===== src/rtl/core/pida_pkg.sv =====
`timescale 1ns / 1ps

package pida_pkg;

  // Fixed field widths of the item and result channels
  localparam int unsigned CMD_W   = 2;
  localparam int unsigned POS_W   = 5;
  localparam int unsigned DATA_W  = 32;
  localparam int unsigned STAT_W  = 2;
  localparam int unsigned COUNT_W = 5;

  // Default number of array entries
  localparam int unsigned DEPTH_DEF = 16;

  typedef enum logic [CMD_W-1:0] {
    CMD_INSERT = 2'd0,
    CMD_DELETE = 2'd1,
    CMD_READ   = 2'd2,
    CMD_NOP    = 2'd3
  } cmd_e;

  typedef enum logic [STAT_W-1:0] {
    ST_OK    = 2'd0,
    ST_FULL  = 2'd1,
    ST_RANGE = 2'd2
  } status_e;

  typedef enum logic [2:0] {
    S_IDLE,
    S_READ,
    S_DEL,
    S_INS,
    S_INS_LAST,
    S_RESULT
  } state_e;

endpackage


===== src/rtl/core/pida_if.sv =====
`timescale 1ns / 1ps

// Command channel
interface pida_in_if;
  logic                                valid;
  logic                                ready;
  logic [pida_pkg::CMD_W-1:0]          command;
  logic [pida_pkg::POS_W-1:0]          position;
  logic signed [pida_pkg::DATA_W-1:0]  value;

  modport source (output valid, output command, output position, output value, input ready);
  modport sink   (input valid, input command, input position, input value, output ready);
endinterface

// Result channel
interface pida_out_if;
  logic                                valid;
  logic                                ready;
  logic [pida_pkg::STAT_W-1:0]         status;
  logic signed [pida_pkg::DATA_W-1:0]  data;
  logic [pida_pkg::COUNT_W-1:0]        count_after;

  modport source (output valid, output status, output data, output count_after, input ready);
  modport sink   (input valid, input status, input data, input count_after, output ready);
endinterface


===== src/rtl/core/pida_mem.sv =====
`timescale 1ns / 1ps

// Entry store: one write port, one read port, registered read data
module pida_mem #(
  parameter int unsigned DEPTH = pida_pkg::DEPTH_DEF,
  parameter int unsigned AW    = $clog2(DEPTH)
) (
  input  logic                        clk_i,
  input  logic                        wr_en_i,
  input  logic [AW-1:0]               wr_addr_i,
  input  logic [pida_pkg::DATA_W-1:0] wr_data_i,
  input  logic                        rd_en_i,
  input  logic [AW-1:0]               rd_addr_i,
  output logic [pida_pkg::DATA_W-1:0] rd_data_o
);

  logic [pida_pkg::DATA_W-1:0] mem_q [DEPTH];
  logic [pida_pkg::DATA_W-1:0] rd_data_q;

  // Write port
  always_ff @(posedge clk_i) begin
    if (wr_en_i) begin
      mem_q[wr_addr_i] <= wr_data_i;
    end
  end

  // Read port
  always_ff @(posedge clk_i) begin
    if (rd_en_i) begin
      rd_data_q <= mem_q[rd_addr_i];
    end
  end

  assign rd_data_o = rd_data_q;

endmodule


===== src/rtl/core/pida_ctrl.sv =====
`timescale 1ns / 1ps

// Command sequencer: checks the request, moves entries one per cycle
// through the store and registers the result
module pida_ctrl #(
  parameter int unsigned DEPTH = pida_pkg::DEPTH_DEF,
  parameter int unsigned AW    = $clog2(DEPTH)
) (
  input  logic                        clk_i,
  input  logic                        rst_ni,
  pida_in_if.sink                     in_i,
  pida_out_if.source                  out_o,
  output logic                        wr_en_o,
  output logic [AW-1:0]               wr_addr_o,
  output logic [pida_pkg::DATA_W-1:0] wr_data_o,
  output logic                        rd_en_o,
  output logic [AW-1:0]               rd_addr_o,
  input  logic [pida_pkg::DATA_W-1:0] rd_data_i
);

  localparam int unsigned CW = $clog2(DEPTH + 1);
  localparam int unsigned WW = (CW > pida_pkg::POS_W) ? CW : pida_pkg::POS_W;

  pida_pkg::state_e            state_q, state_d;
  logic [CW-1:0]               cnt_q, cnt_d;
  logic [AW-1:0]               pos_q, r_q, r_d;
  logic [pida_pkg::DATA_W-1:0] val_q, data_q, data_d;
  pida_pkg::status_e           stat_q, stat_d;

  logic                        out_valid_q;
  pida_pkg::status_e           out_stat_q;
  logic [pida_pkg::DATA_W-1:0] out_data_q;
  logic [pida_pkg::COUNT_W-1:0] out_cnt_q;

  pida_pkg::cmd_e              cmd;
  logic [WW-1:0]               pos_w, cnt_w, cnt_w1, r_w1;
  logic [AW-1:0]               pos_a;
  logic                        accept, ins_range, full, dr_range, ins_tail;
  logic                        del_done, out_free;

  // Request decode against the current count
  assign cmd       = pida_pkg::cmd_e'(in_i.command);
  assign pos_w     = WW'(in_i.position);
  assign pos_a     = pos_w[AW-1:0];
  assign cnt_w     = WW'(cnt_q);
  assign cnt_w1    = WW'(cnt_q) - WW'(1);
  assign ins_range = pos_w > cnt_w;
  assign full      = cnt_q == CW'(DEPTH);
  assign dr_range  = pos_w >= cnt_w;
  assign ins_tail  = pos_w == cnt_w;
  assign accept    = in_i.valid && in_i.ready;
  assign r_w1      = WW'(r_q) + WW'(1);
  assign del_done  = r_w1 >= cnt_w;
  assign out_free  = !out_valid_q || out_o.ready;

  assign in_i.ready = (state_q == pida_pkg::S_IDLE);

  // Next state
  always_comb begin
    state_d = state_q;
    case (state_q)
      pida_pkg::S_IDLE: begin
        if (in_i.valid) begin
          case (cmd)
            pida_pkg::CMD_INSERT: begin
              if (ins_range || full || ins_tail) state_d = pida_pkg::S_RESULT;
              else                               state_d = pida_pkg::S_INS;
            end
            pida_pkg::CMD_DELETE: begin
              state_d = dr_range ? pida_pkg::S_RESULT : pida_pkg::S_DEL;
            end
            pida_pkg::CMD_READ: begin
              state_d = dr_range ? pida_pkg::S_RESULT : pida_pkg::S_READ;
            end
            default: state_d = pida_pkg::S_RESULT;
          endcase
        end
      end
      pida_pkg::S_READ:     state_d = pida_pkg::S_RESULT;
      pida_pkg::S_DEL:      if (del_done) state_d = pida_pkg::S_RESULT;
      pida_pkg::S_INS:      if (r_q == pos_q) state_d = pida_pkg::S_INS_LAST;
      pida_pkg::S_INS_LAST: state_d = pida_pkg::S_RESULT;
      pida_pkg::S_RESULT:   if (out_free) state_d = pida_pkg::S_IDLE;
      default:              state_d = pida_pkg::S_IDLE;
    endcase
  end

  // Store accesses and working registers
  always_comb begin
    wr_en_o   = 1'b0;
    wr_addr_o = r_q + AW'(1);
    wr_data_o = rd_data_i;
    rd_en_o   = 1'b0;
    rd_addr_o = pos_a;
    r_d       = r_q;
    cnt_d     = cnt_q;
    data_d    = data_q;
    stat_d    = stat_q;
    case (state_q)
      pida_pkg::S_IDLE: begin
        if (accept) begin
          data_d = '0;
          stat_d = pida_pkg::ST_OK;
          case (cmd)
            pida_pkg::CMD_INSERT: begin
              if (ins_range) begin
                stat_d = pida_pkg::ST_RANGE;
              end else if (full) begin
                stat_d = pida_pkg::ST_FULL;
              end else if (ins_tail) begin
                // append: no entries to move
                wr_en_o   = 1'b1;
                wr_addr_o = pos_a;
                wr_data_o = in_i.value;
                cnt_d     = cnt_q + CW'(1);
              end else begin
                // start the upward move at the last entry
                rd_en_o   = 1'b1;
                rd_addr_o = cnt_w1[AW-1:0];
                r_d       = cnt_w1[AW-1:0];
              end
            end
            pida_pkg::CMD_DELETE, pida_pkg::CMD_READ: begin
              if (dr_range) begin
                stat_d = pida_pkg::ST_RANGE;
              end else begin
                rd_en_o   = 1'b1;
                rd_addr_o = pos_a;
                r_d       = pos_a;
              end
            end
            default: ;
          endcase
        end
      end
      pida_pkg::S_READ: begin
        data_d = rd_data_i;
      end
      pida_pkg::S_DEL: begin
        // rd_data holds entry r; it moves down to r-1
        if (r_q == pos_q) begin
          data_d = rd_data_i;
        end else begin
          wr_en_o   = 1'b1;
          wr_addr_o = r_q - AW'(1);
        end
        if (del_done) begin
          cnt_d = cnt_q - CW'(1);
        end else begin
          rd_en_o   = 1'b1;
          rd_addr_o = r_q + AW'(1);
          r_d       = r_q + AW'(1);
        end
      end
      pida_pkg::S_INS: begin
        // rd_data holds entry r; it moves up to r+1
        wr_en_o = 1'b1;
        if (r_q != pos_q) begin
          rd_en_o   = 1'b1;
          rd_addr_o = r_q - AW'(1);
          r_d       = r_q - AW'(1);
        end
      end
      pida_pkg::S_INS_LAST: begin
        wr_en_o   = 1'b1;
        wr_addr_o = pos_q;
        wr_data_o = val_q;
        cnt_d     = cnt_q + CW'(1);
      end
      default: ;
    endcase
  end

  // Control state
  always_ff @(posedge clk_i or negedge rst_ni) begin
    if (!rst_ni) begin
      state_q     <= pida_pkg::S_IDLE;
      cnt_q       <= '0;
      out_valid_q <= 1'b0;
    end else begin
      state_q <= state_d;
      cnt_q   <= cnt_d;
      if (state_q == pida_pkg::S_RESULT && out_free) begin
        out_valid_q <= 1'b1;
      end else if (out_o.ready) begin
        out_valid_q <= 1'b0;
      end
    end
  end

  // Payload registers
  always_ff @(posedge clk_i) begin
    r_q    <= r_d;
    data_q <= data_d;
    stat_q <= stat_d;
    if (accept) begin
      pos_q <= pos_a;
      val_q <= in_i.value;
    end
    if (state_q == pida_pkg::S_RESULT && out_free) begin
      out_stat_q <= stat_q;
      out_data_q <= data_q;
      out_cnt_q  <= cnt_w[pida_pkg::COUNT_W-1:0];
    end
  end

  assign out_o.valid       = out_valid_q;
  assign out_o.status      = out_stat_q;
  assign out_o.data        = out_data_q;
  assign out_o.count_after = out_cnt_q;

endmodule


===== src/rtl/core/positional_insert_delete_array_top.sv =====
// From transfer in to result valid: a refused command, a no-op or an append goes
// straight to the result state; a read passes through the read state; a delete moves
// every entry behind the position down by one; an insert inside the list moves the
// entries from the last down to the position up by one, then writes the new value.
// A new command is taken once the result is registered; entries move one per cycle.
// Reset (rst_ni low, asynchronous) empties the list; stored words are not cleared.
`timescale 1ns / 1ps

module positional_insert_delete_array_top #(
  parameter int unsigned DEPTH = pida_pkg::DEPTH_DEF
) (
  input  logic        clk_i,
  input  logic        rst_ni,
  pida_in_if.sink     in_i,
  pida_out_if.source  out_o
);

  localparam int unsigned AW = $clog2(DEPTH);

  logic                        wr_en, rd_en;
  logic [AW-1:0]               wr_addr, rd_addr;
  logic [pida_pkg::DATA_W-1:0] wr_data, rd_data;

  pida_ctrl #(.DEPTH(DEPTH), .AW(AW)) u_ctrl (
    .clk_i     (clk_i),
    .rst_ni    (rst_ni),
    .in_i      (in_i),
    .out_o     (out_o),
    .wr_en_o   (wr_en),
    .wr_addr_o (wr_addr),
    .wr_data_o (wr_data),
    .rd_en_o   (rd_en),
    .rd_addr_o (rd_addr),
    .rd_data_i (rd_data)
  );

  pida_mem #(.DEPTH(DEPTH), .AW(AW)) u_mem (
    .clk_i     (clk_i),
    .wr_en_i   (wr_en),
    .wr_addr_i (wr_addr),
    .wr_data_i (wr_data),
    .rd_en_i   (rd_en),
    .rd_addr_i (rd_addr),
    .rd_data_o (rd_data)
  );

endmodule


===== src/flat_wrapper.sv =====
// flat-port wrapper written by rule: the top's interface ports become plain ports
module positional_insert_delete_array_top_flat 
#(
  parameter int unsigned DEPTH = pida_pkg::DEPTH_DEF
)
  (clk_i, rst_ni, in_i_valid, in_i_command, in_i_position, in_i_value, in_i_ready, out_o_valid, out_o_status, out_o_data, out_o_count_after, out_o_ready);
  pida_in_if in_i_i ();
  pida_out_if out_o_i ();
  input  logic clk_i;
  input  logic rst_ni;
  input wire logic [$bits(in_i_i.valid)-1:0] in_i_valid;
  input wire logic [$bits(in_i_i.command)-1:0] in_i_command;
  input wire logic [$bits(in_i_i.position)-1:0] in_i_position;
  input wire logic [$bits(in_i_i.value)-1:0] in_i_value;
  output wire logic [$bits(in_i_i.ready)-1:0] in_i_ready;
  output wire logic [$bits(out_o_i.valid)-1:0] out_o_valid;
  output wire logic [$bits(out_o_i.status)-1:0] out_o_status;
  output wire logic [$bits(out_o_i.data)-1:0] out_o_data;
  output wire logic [$bits(out_o_i.count_after)-1:0] out_o_count_after;
  input wire logic [$bits(out_o_i.ready)-1:0] out_o_ready;
  assign in_i_i.valid = in_i_valid;
  assign in_i_i.command = in_i_command;
  assign in_i_i.position = in_i_position;
  assign in_i_i.value = in_i_value;
  assign in_i_ready = in_i_i.ready;
  assign out_o_valid = out_o_i.valid;
  assign out_o_status = out_o_i.status;
  assign out_o_data = out_o_i.data;
  assign out_o_count_after = out_o_i.count_after;
  assign out_o_i.ready = out_o_ready;
  positional_insert_delete_array_top #(.DEPTH(DEPTH)) u_core (.clk_i(clk_i), .rst_ni(rst_ni), .in_i(in_i_i), .out_o(out_o_i));
endmodule

===== config.mk =====
export PLATFORM = sky130hd
export DESIGN_NAME = positional_insert_delete_array_top_flat
export DESIGN_NICKNAME = d
export VERILOG_FILES = /design/src/rtl/core/pida_pkg.sv /design/src/rtl/core/pida_if.sv /design/src/rtl/core/pida_mem.sv /design/src/rtl/core/pida_ctrl.sv /design/src/rtl/core/positional_insert_delete_array_top.sv /design/src/flat_wrapper.sv
export SDC_FILE = /design/constraint.sdc
export NUM_CORES = 1
export LEC_CHECK = 0
export ABC_CLOCK_PERIOD_IN_PS = 6300
export BUFFER_PORTS_ARGS = -buffer_cell sky130_fd_sc_hd__buf_2
export CAP_MARGIN = 20
export CORE_UTILIZATION = 45
export CTS_CLUSTER_SIZE = 8
export DETAILED_ROUTE_END_ITERATION = 10
export GPL_TIMING_DRIVEN = 0
export SLEW_MARGIN = 15
export SYNTH_ARGS = -nofsm -noshare
export SYNTH_HDL_FRONTEND = slang
export SYNTH_SLANG_ARGS = --single-unit

===== constraint.sdc =====
create_clock -name clk_i -period 6.3 [get_ports clk_i]
set_clock_uncertainty 0.15 [all_clocks]
set_input_delay 0.945 -clock clk_i [delete_from_list [all_inputs] [get_ports clk_i]]
set_output_delay 0.945 -clock clk_i [all_outputs]
set_load 0.01 [all_outputs]

==> results.json, run 1 <==
{
  "tightest_slew_ns": 1.07,
  "grt_util_all_layers_pct": 22.2,
  "portBuffers": 83,
  "power.total_mw": 14.6,
  "ios": 84,
  "clkLatencyLatePin_ns": 0.63,
  "syn_to_final_growth_pct": 16.9,
  "vias_per_cell": 5.72,
  "rows": 89,
  "critical-path-max-stage-delay_ns": 0.76,
  "placed_area_um2": 28900,
  "final_common_cell": "edfxtp_1",
  "cts_buffers": 93,
  "fin_crit_sh_pct": 82.5,
  "required_ns": 6.46,
  "grt_pass1_wl_um": 97200,
  "cp_common_cell": "mux2i_1",
  "fin_cells": 2623,
  "cts_sinks": 666,
  "fin_tns_setup_ns": 0,
  "syn_avg_cell_area_um2": 16.4,
  "htree_num_levels": 3,
  "synth_edf_count": 657,
  "die_w_um": 246,
  "ctsLongestPathBuffers": 3,
  "ctsHoldBuffers": 0,
  "yosys_most_used_dff": "edfxtp_1",
  "rsz0062_at_grt": "no",
  "gp_congestion": 0.844,
  "power_density_nw_per_um2": 467,
  "yosys_register_bits": 666,
  "worst_slack_ns": 1.10,
  "cts-resized-gates": 0,
  "path_class": "flop to flop",
  "cp_cell_sequence": "ha_1, xor2_1, ha_1, a21o_1, a31oi_1, o21ai_0, mux2i_1, o211ai_1, buf_2, buf_2, mux2i_1, mux2i_1, a2111oi_0, a31oi_1",
  "critPathLaunchType": "flop",
  "drt-wirelength-per-cell_um": 25.4,
  "dp_cells": 2519,
  "hp-class": "primary input to async pin",
  "drive_above_1_share_pct": 17.8,
  "final_cell_mix": "657 x edfxtp_1, 202 x mux2i_1, 153 x nand2_1, 113 x buf_2, 94 x clkbuf_16",
  "maxSlewHeadroom_pct": 28.9,
  "critPathTopFamily": "compound AO/OA/AOI/OAI gates",
  "post-place-ws_ns": 1.10,
  "drt-total-wl_um": 66700,
  "hold_slack_ns": 0.0324,
  "arrival_ns": 5.36,
  "final_nets": 1903,
  "ys_warn_count": 0,
  "synth-seq-area-share_pct": 74.4,
  "layout_min_cycle_time_ns": 5.20,
  "gr-total-overflow": 0,
  "end_kind": "flop",
  "core_um2": 58900,
  "worstPathBufferInverterCount": 2,
  "die_area_um2": 60600,
  "syn_area_um2": 26800,
  "final_antenna_net_count": 0,
  "drc": 0,
  "antenna_found_initial": 0,
  "antenna_cells": 0,
  "fillers": 4642,
  "critPathSlowestCell": "a2111oi_0",
  "hpwl_um": 43500,
  "maxCapViolCount": 0,
  "ys_types": 55,
  "first_iter_violations": 1355,
  "die_h_um": 246,
  "status": "completed",
  "async_reset_ff_share_pct": 1.35,
  "clk_pin_slew_worst_paths_ns": 0.05,
  "peakVddDrop_uv": 250,
  "synth_nets": 1700,
  "grt_max_degree": 40,
  "cts-root-buf": "clkbuf_16",
  "finalSetupViolCount": 0,
  "drv_slew": 0,
  "max_freq_mhz": 192,
  "path_max_fanout": 10,
  "vias": 15000,
  "syn_inst": 1638,
  "drt_first_pass_iters": 7,
  "cts_tree": "done",
  "power_leakage_nw": 11.1,
  "cts_setup_buffers": 0,
  "hold_viol_final": 0,
  "final_util_pct": 53.2,
  "final_cell_area_um2": 31300,
  "grt_pass1_vias": 15100,
  "initial_core_util_pct": 45.5
}
## layout make-up
cell class,instances,area [µm²],share of cell area [%]
plain buffers,92,415,1.33
clock buffers,99,2380,7.60
clock inverters,5,61.3,0.196
inverters,17,63.8,0.204
multi-input cells,863,6530,20.8
flip-flops and latches,666,20000,63.7
well taps,773,967,3.09
repair buffers,108,962,3.07
## path summary, 6_finish.rpt
| kind | start | to | slack (ns) | depth (start not counted) |
|---|---|---|---|---|
| max | u_core.u_ctrl.r_q[0] | u_core.u_mem.rd_data_o[4] | 1.10 | 14 |
| min | rst_ni | u_core.u_ctrl.state_q[0] | 0.03 | 1 |
| max reg2reg | u_core.u_ctrl.r_q[0] | u_core.u_mem.rd_data_o[4] | 1.10 | 14 |
| min reg2reg | u_core.u_ctrl.data_q[14] | u_core.u_ctrl.out_o.data[14] | 0.26 | 0 |
| max in group asynchronous | rst_ni | u_core.u_ctrl.cnt_q[2] | 5.75 | 1 |
| min in group clk_i | u_core.u_ctrl.data_q[14] | u_core.u_ctrl.out_o.data[14] | 0.26 | 0 |
## state kept, by name, summed over array words and instances (netlist names), 4 cells and up
signal / count
u_core.u_mem.mem_q: 512
u_core.u_ctrl.data_q: 32
u_core.u_ctrl.out_o.data: 32
u_core.u_ctrl.val_q: 32
u_core.u_mem.rd_data_o: 32
u_core.u_ctrl.cnt_q: 5
u_core.u_ctrl.out_o.count_after: 5
u_core.u_ctrl.pos_q: 4
u_core.u_ctrl.r_q: 4
## layer usage
metal  track usage, %  wire length [µm]  vias up
li1                 -                 -     6783
met1             30.0             28900     7537
met2             36.5             32100      562
met3             3.21              3860      130
met4             8.17              1840        0
met5                0                 0        -
## synth_stat cells, types with 2 or more instances
cell / instances / share of area, %
a2111oi_0: 31 / 1.0
a211oi_1: 3 / 0.084
a21boi_0: 2 / 0.056
a21o_1: 3 / 0.084
a21oi_1: 18 / 0.34
a22o_1: 33 / 1.1
a22oi_1: 34 / 0.95
a31oi_1: 32 / 0.75
and2_1: 36 / 0.84
and3_1: 3 / 0.070
buf_1: 4 / 0.056
buf_2: 29 / 0.54
buf_6: 4 / 0.17
clkbuf_1: 54 / 0.76
dfrtp_1: 9 / 0.84
edfxtp_1: 657 / 74
ha_1: 19 / 0.89
inv_1: 17 / 0.24
mux2_2: 62 / 2.6
mux2i_1: 202 / 7.5
nand2_1: 153 / 2.1
nand2b_1: 6 / 0.14
nand3_1: 6 / 0.11
nand3b_1: 3 / 0.084
nand4_1: 4 / 0.093
nor2_1: 70 / 0.98
nor2b_1: 3 / 0.070
nor3_1: 8 / 0.15
nor3b_1: 2 / 0.056
nor4_1: 3 / 0.070
o211a_1: 3 / 0.11
o211ai_1: 65 / 1.8
o21ai_0: 16 / 0.30
o22ai_1: 4 / 0.093
or2_2: 2 / 0.047
xnor2_1: 17 / 0.56
xor2_1: 3 / 0.098
## kinds of logic after synthesis
group,after synthesis,share of synthesized area [%]
AND/OR/NAND/NOR,306,5.11
buffers and inverters,109,1.79
XOR/XNOR,20,0.653
AO/OA/AOI/OAI,254,6.99
adder cells (fa/ha/maj),19,0.887
multiplexers,264,10.1
flip-flops,666,74.4
## power by group
part           switching (mW)  leakage [nW]  internal, mW
combinational            2.70          3.84          1.11
sequential              0.185          6.09          6.31
clock                    1.71          1.20          2.63
total                    4.59          11.1          10.0
Note: power is estimated with default switching activity, not from simulation.
==> run 2, diff against run 1 <==
--- a/config.mk
+++ b/config.mk
@@ -5,7 +5,7 @@
 export SDC_FILE = /design/constraint.sdc
 export NUM_CORES = 1
 export LEC_CHECK = 0
-export ABC_CLOCK_PERIOD_IN_PS = 6300
+export ABC_CLOCK_PERIOD_IN_PS = 4400
 export BUFFER_PORTS_ARGS = -buffer_cell sky130_fd_sc_hd__buf_2
 export CAP_MARGIN = 20
 export CORE_UTILIZATION = 45
==> constraint.sdc (replaced) <==
create_clock -name clk_i -period 4.4 [get_ports clk_i]
set_clock_uncertainty 0.15 [all_clocks]
set_input_delay 0.66 -clock clk_i [delete_from_list [all_inputs] [get_ports clk_i]]
set_output_delay 0.66 -clock clk_i [all_outputs]
set_load 0.01 [all_outputs]
==> results.json, run 2 (synthesis results as in run 1) <==
{
  "status": "completed",
  "layout_min_cycle_time_ns": 4.28,
  "final_util_pct": 54.4,
  "path_class": "flop to flop",
  "required_ns": 4.56,
  "critPathLaunchType": "flop",
  "cp_cell_sequence": "inv_1, ha_1, nor4bb_4, nor2b_1, nand4_1, a22oi_1, o21ai_0, a221oi_1, a21boi_0, nand2b_1, nor2_4, buf_12",
  "maxSlewHeadroom_pct": 22.8,
  "drv_slew": 0,
  "hold_depth": 1,
  "reg2reg_slack_ns": 0.12,
  "drt-wirelength-per-cell_um": 26.1,
  "critical-path-max-stage-delay_ns": 0.49,
  "vias": 15200,
  "rows": 89,
  "grt_pass1_vias": 15500,
  "final_nets": 1921,
  "reg2reg_to": "u_core.u_mem.mem_q[10][15]",
  "rr_worst_depth": 12,
  "final_antenna_net_count": 0,
  "clkLatencyLatePin_ns": 0.63,
  "grt_max_degree": 40,
  "grt_util_all_layers_pct": 23.0,
  "gp_congestion": 0.848,
  "drt_first_pass_iters": 5,
  "cts_sinks": 666,
  "syn_to_final_growth_pct": 19.4,
  "clk_pin_slew_worst_paths_ns": 0.05,
  "rr_startpoint": "u_core.u_ctrl.cnt_q[0]",
  "die_area_um2": 60600,
  "power_density_nw_per_um2": 669,
  "end_kind": "flop",
  "final_cell_mix": "657 x edfxtp_1, 202 x mux2i_1, 153 x nand2_1, 102 x buf_2, 95 x clkbuf_16",
  "final_common_cell": "edfxtp_1",
  "dp_cells": 2518,
  "fin_tns_setup_ns": 0,
  "drive_above_1_share_pct": 21.8,
  "fin_cells": 2645,
  "hold_end": "u_core.u_ctrl.val_q[30]",
  "die_h_um": 246,
  "fin_crit_sh_pct": 97.2,
  "fillers": 4587,
  "finalSetupViolCount": 0,
  "hold_viol_final": 0,
  "regMostFlops": "u_core.u_mem.mem_q",
  "grt_pass1_wl_um": 100000,
  "hp-class": "primary input to flop",
  "antenna_found_initial": 1,
  "gr-total-overflow": 0,
  "initial_core_util_pct": 45.5,
  "hp-start": "in_i_value[30]",
  "cts_buffers": 93,
  "cts_tree": "done",
  "vias_per_cell": 5.75,
  "portBuffers": 83,
  "tightest_slew_ns": 1.16,
  "ctsLongestPathBuffers": 3,
  "peakVddDrop_uv": 435,
  "first_iter_violations": 1356,
  "drc": 0,
  "ios": 84,
  "max_freq_mhz": 234,
  "core_um2": 58900,
  "critPathSlowestCell": "dfrtp_1",
  "drt-total-wl_um": 69000,
  "power_leakage_nw": 11.4,
  "antenna_cells": 0,
  "die_w_um": 246,
  "path_max_fanout": 20,
  "hpwl_um": 43600,
  "htree_num_levels": 3,
  "cts-root-buf": "clkbuf_16",
  "arrival_ns": 4.44,
  "maxCapViolCount": 0,
  "largest_reg_flops": 512
}
-- run 2: cell types whose count changed in the layout (fill, tap and decap cells not counted), moves of 14 or more --
cell and delta:
clkbuf_1 -25, clkbuf_2 +20, a2111oi_2 +18, a2111oi_0 -26, buf_4 +17, buf_12 +14
-- run 2: what timing repair did --
action,CTS,global route
hold buffers,1,0
buffers inserted,11,8
pin swaps,9,4
setup endpoints to repair,590,432
endpoints found under the hold margin,9,0
gates resized for setup,61,76
-- run 2: layout make-up --
cell class / count / area [µm²] / share of cell area, %
clock inverters: 5 / 76.3 / 0.238
plain buffers: 91 / 518 / 1.62
flip-flops and latches: 666 / 20000 / 62.3
well taps: 773 / 967 / 3.02
multi-input cells: 863 / 6770 / 21.1
inverters: 17 / 63.8 / 0.199
repair buffers: 127 / 1260 / 3.94
clock buffers: 103 / 2410 / 7.52
-- run 2: stage by stage --
step / worst slack [ns] / total power [mW] / hold slack, ns / area (µm²)
after floorplan: -0.425 / 12.5 / 0.214 / 26800
after global placement: -3.30 / 14.5 / 0.253 / 28200
after detailed placement: -0.662 / 14.9 / 0.255 / 28900
after CTS: 0.0141 / 21.3 / 0.0440 / 31700
after global routing: -0.0321 / 22.3 / 0.0576 / 32000
final: 0.124 / 21.4 / 0.0746 / 32000
-- run 2: how the worst max path moves through the flow --
stage                                      start                         end  slack [ns]  cells after the start
final                     u_core.u_ctrl.cnt_q[0]  u_core.u_mem.mem_q[10][15]        0.12                     12
after global routing        u_core.u_ctrl.r_q[0]  u_core.u_mem.rd_data_o[24]       -0.03                     15
after CTS                   u_core.u_ctrl.r_q[2]  u_core.u_mem.rd_data_o[10]        0.01                     13
after detailed placement    u_core.u_ctrl.r_q[0]  u_core.u_mem.rd_data_o[21]       -0.66                     14
after global placement                in_i_valid  u_core.u_mem.mem_q[14][20]       -3.30                      8
after floorplan                       in_i_valid    u_core.u_mem.mem_q[2][0]       -0.42                      7
-- run 2: worst max-delay path, delay by kind of cell, from the launching register on --
| kind | cells | cell delay [ns] |
|---|---|---|
| AOI/OAI and AO/OA | 4 | 1.33 |
| DFF | 1 | 0.49 |
| adders and majority gates | 1 | 0.24 |
| buffers and inverters | 2 | 0.44 |
| and+or+nand+nor | 5 | 1.27 |
-- run 2: power breakdown --
part | internal, mW | total, mW | switching, mW | leakage, nW
Combinational | 1.79 | 5.81 | 4.02 | 4.13
Clock | 3.85 | 6.32 | 2.47 | 1.22
Sequential | 9.03 | 9.31 | 0.276 | 6.09
Total | 14.7 | 21.4 | 6.76 | 11.4
-- run 2: metal layers --
layer / vias to the layer above / wire, µm / track usage [%]
li1: 6813 / - / -
met1: 7753 / 29700 / 31.3
met2: 522 / 33500 / 37.7
met3: 127 / 4140 / 3.38
met4: 0 / 1720 / 7.89
met5: - / 0 / 0
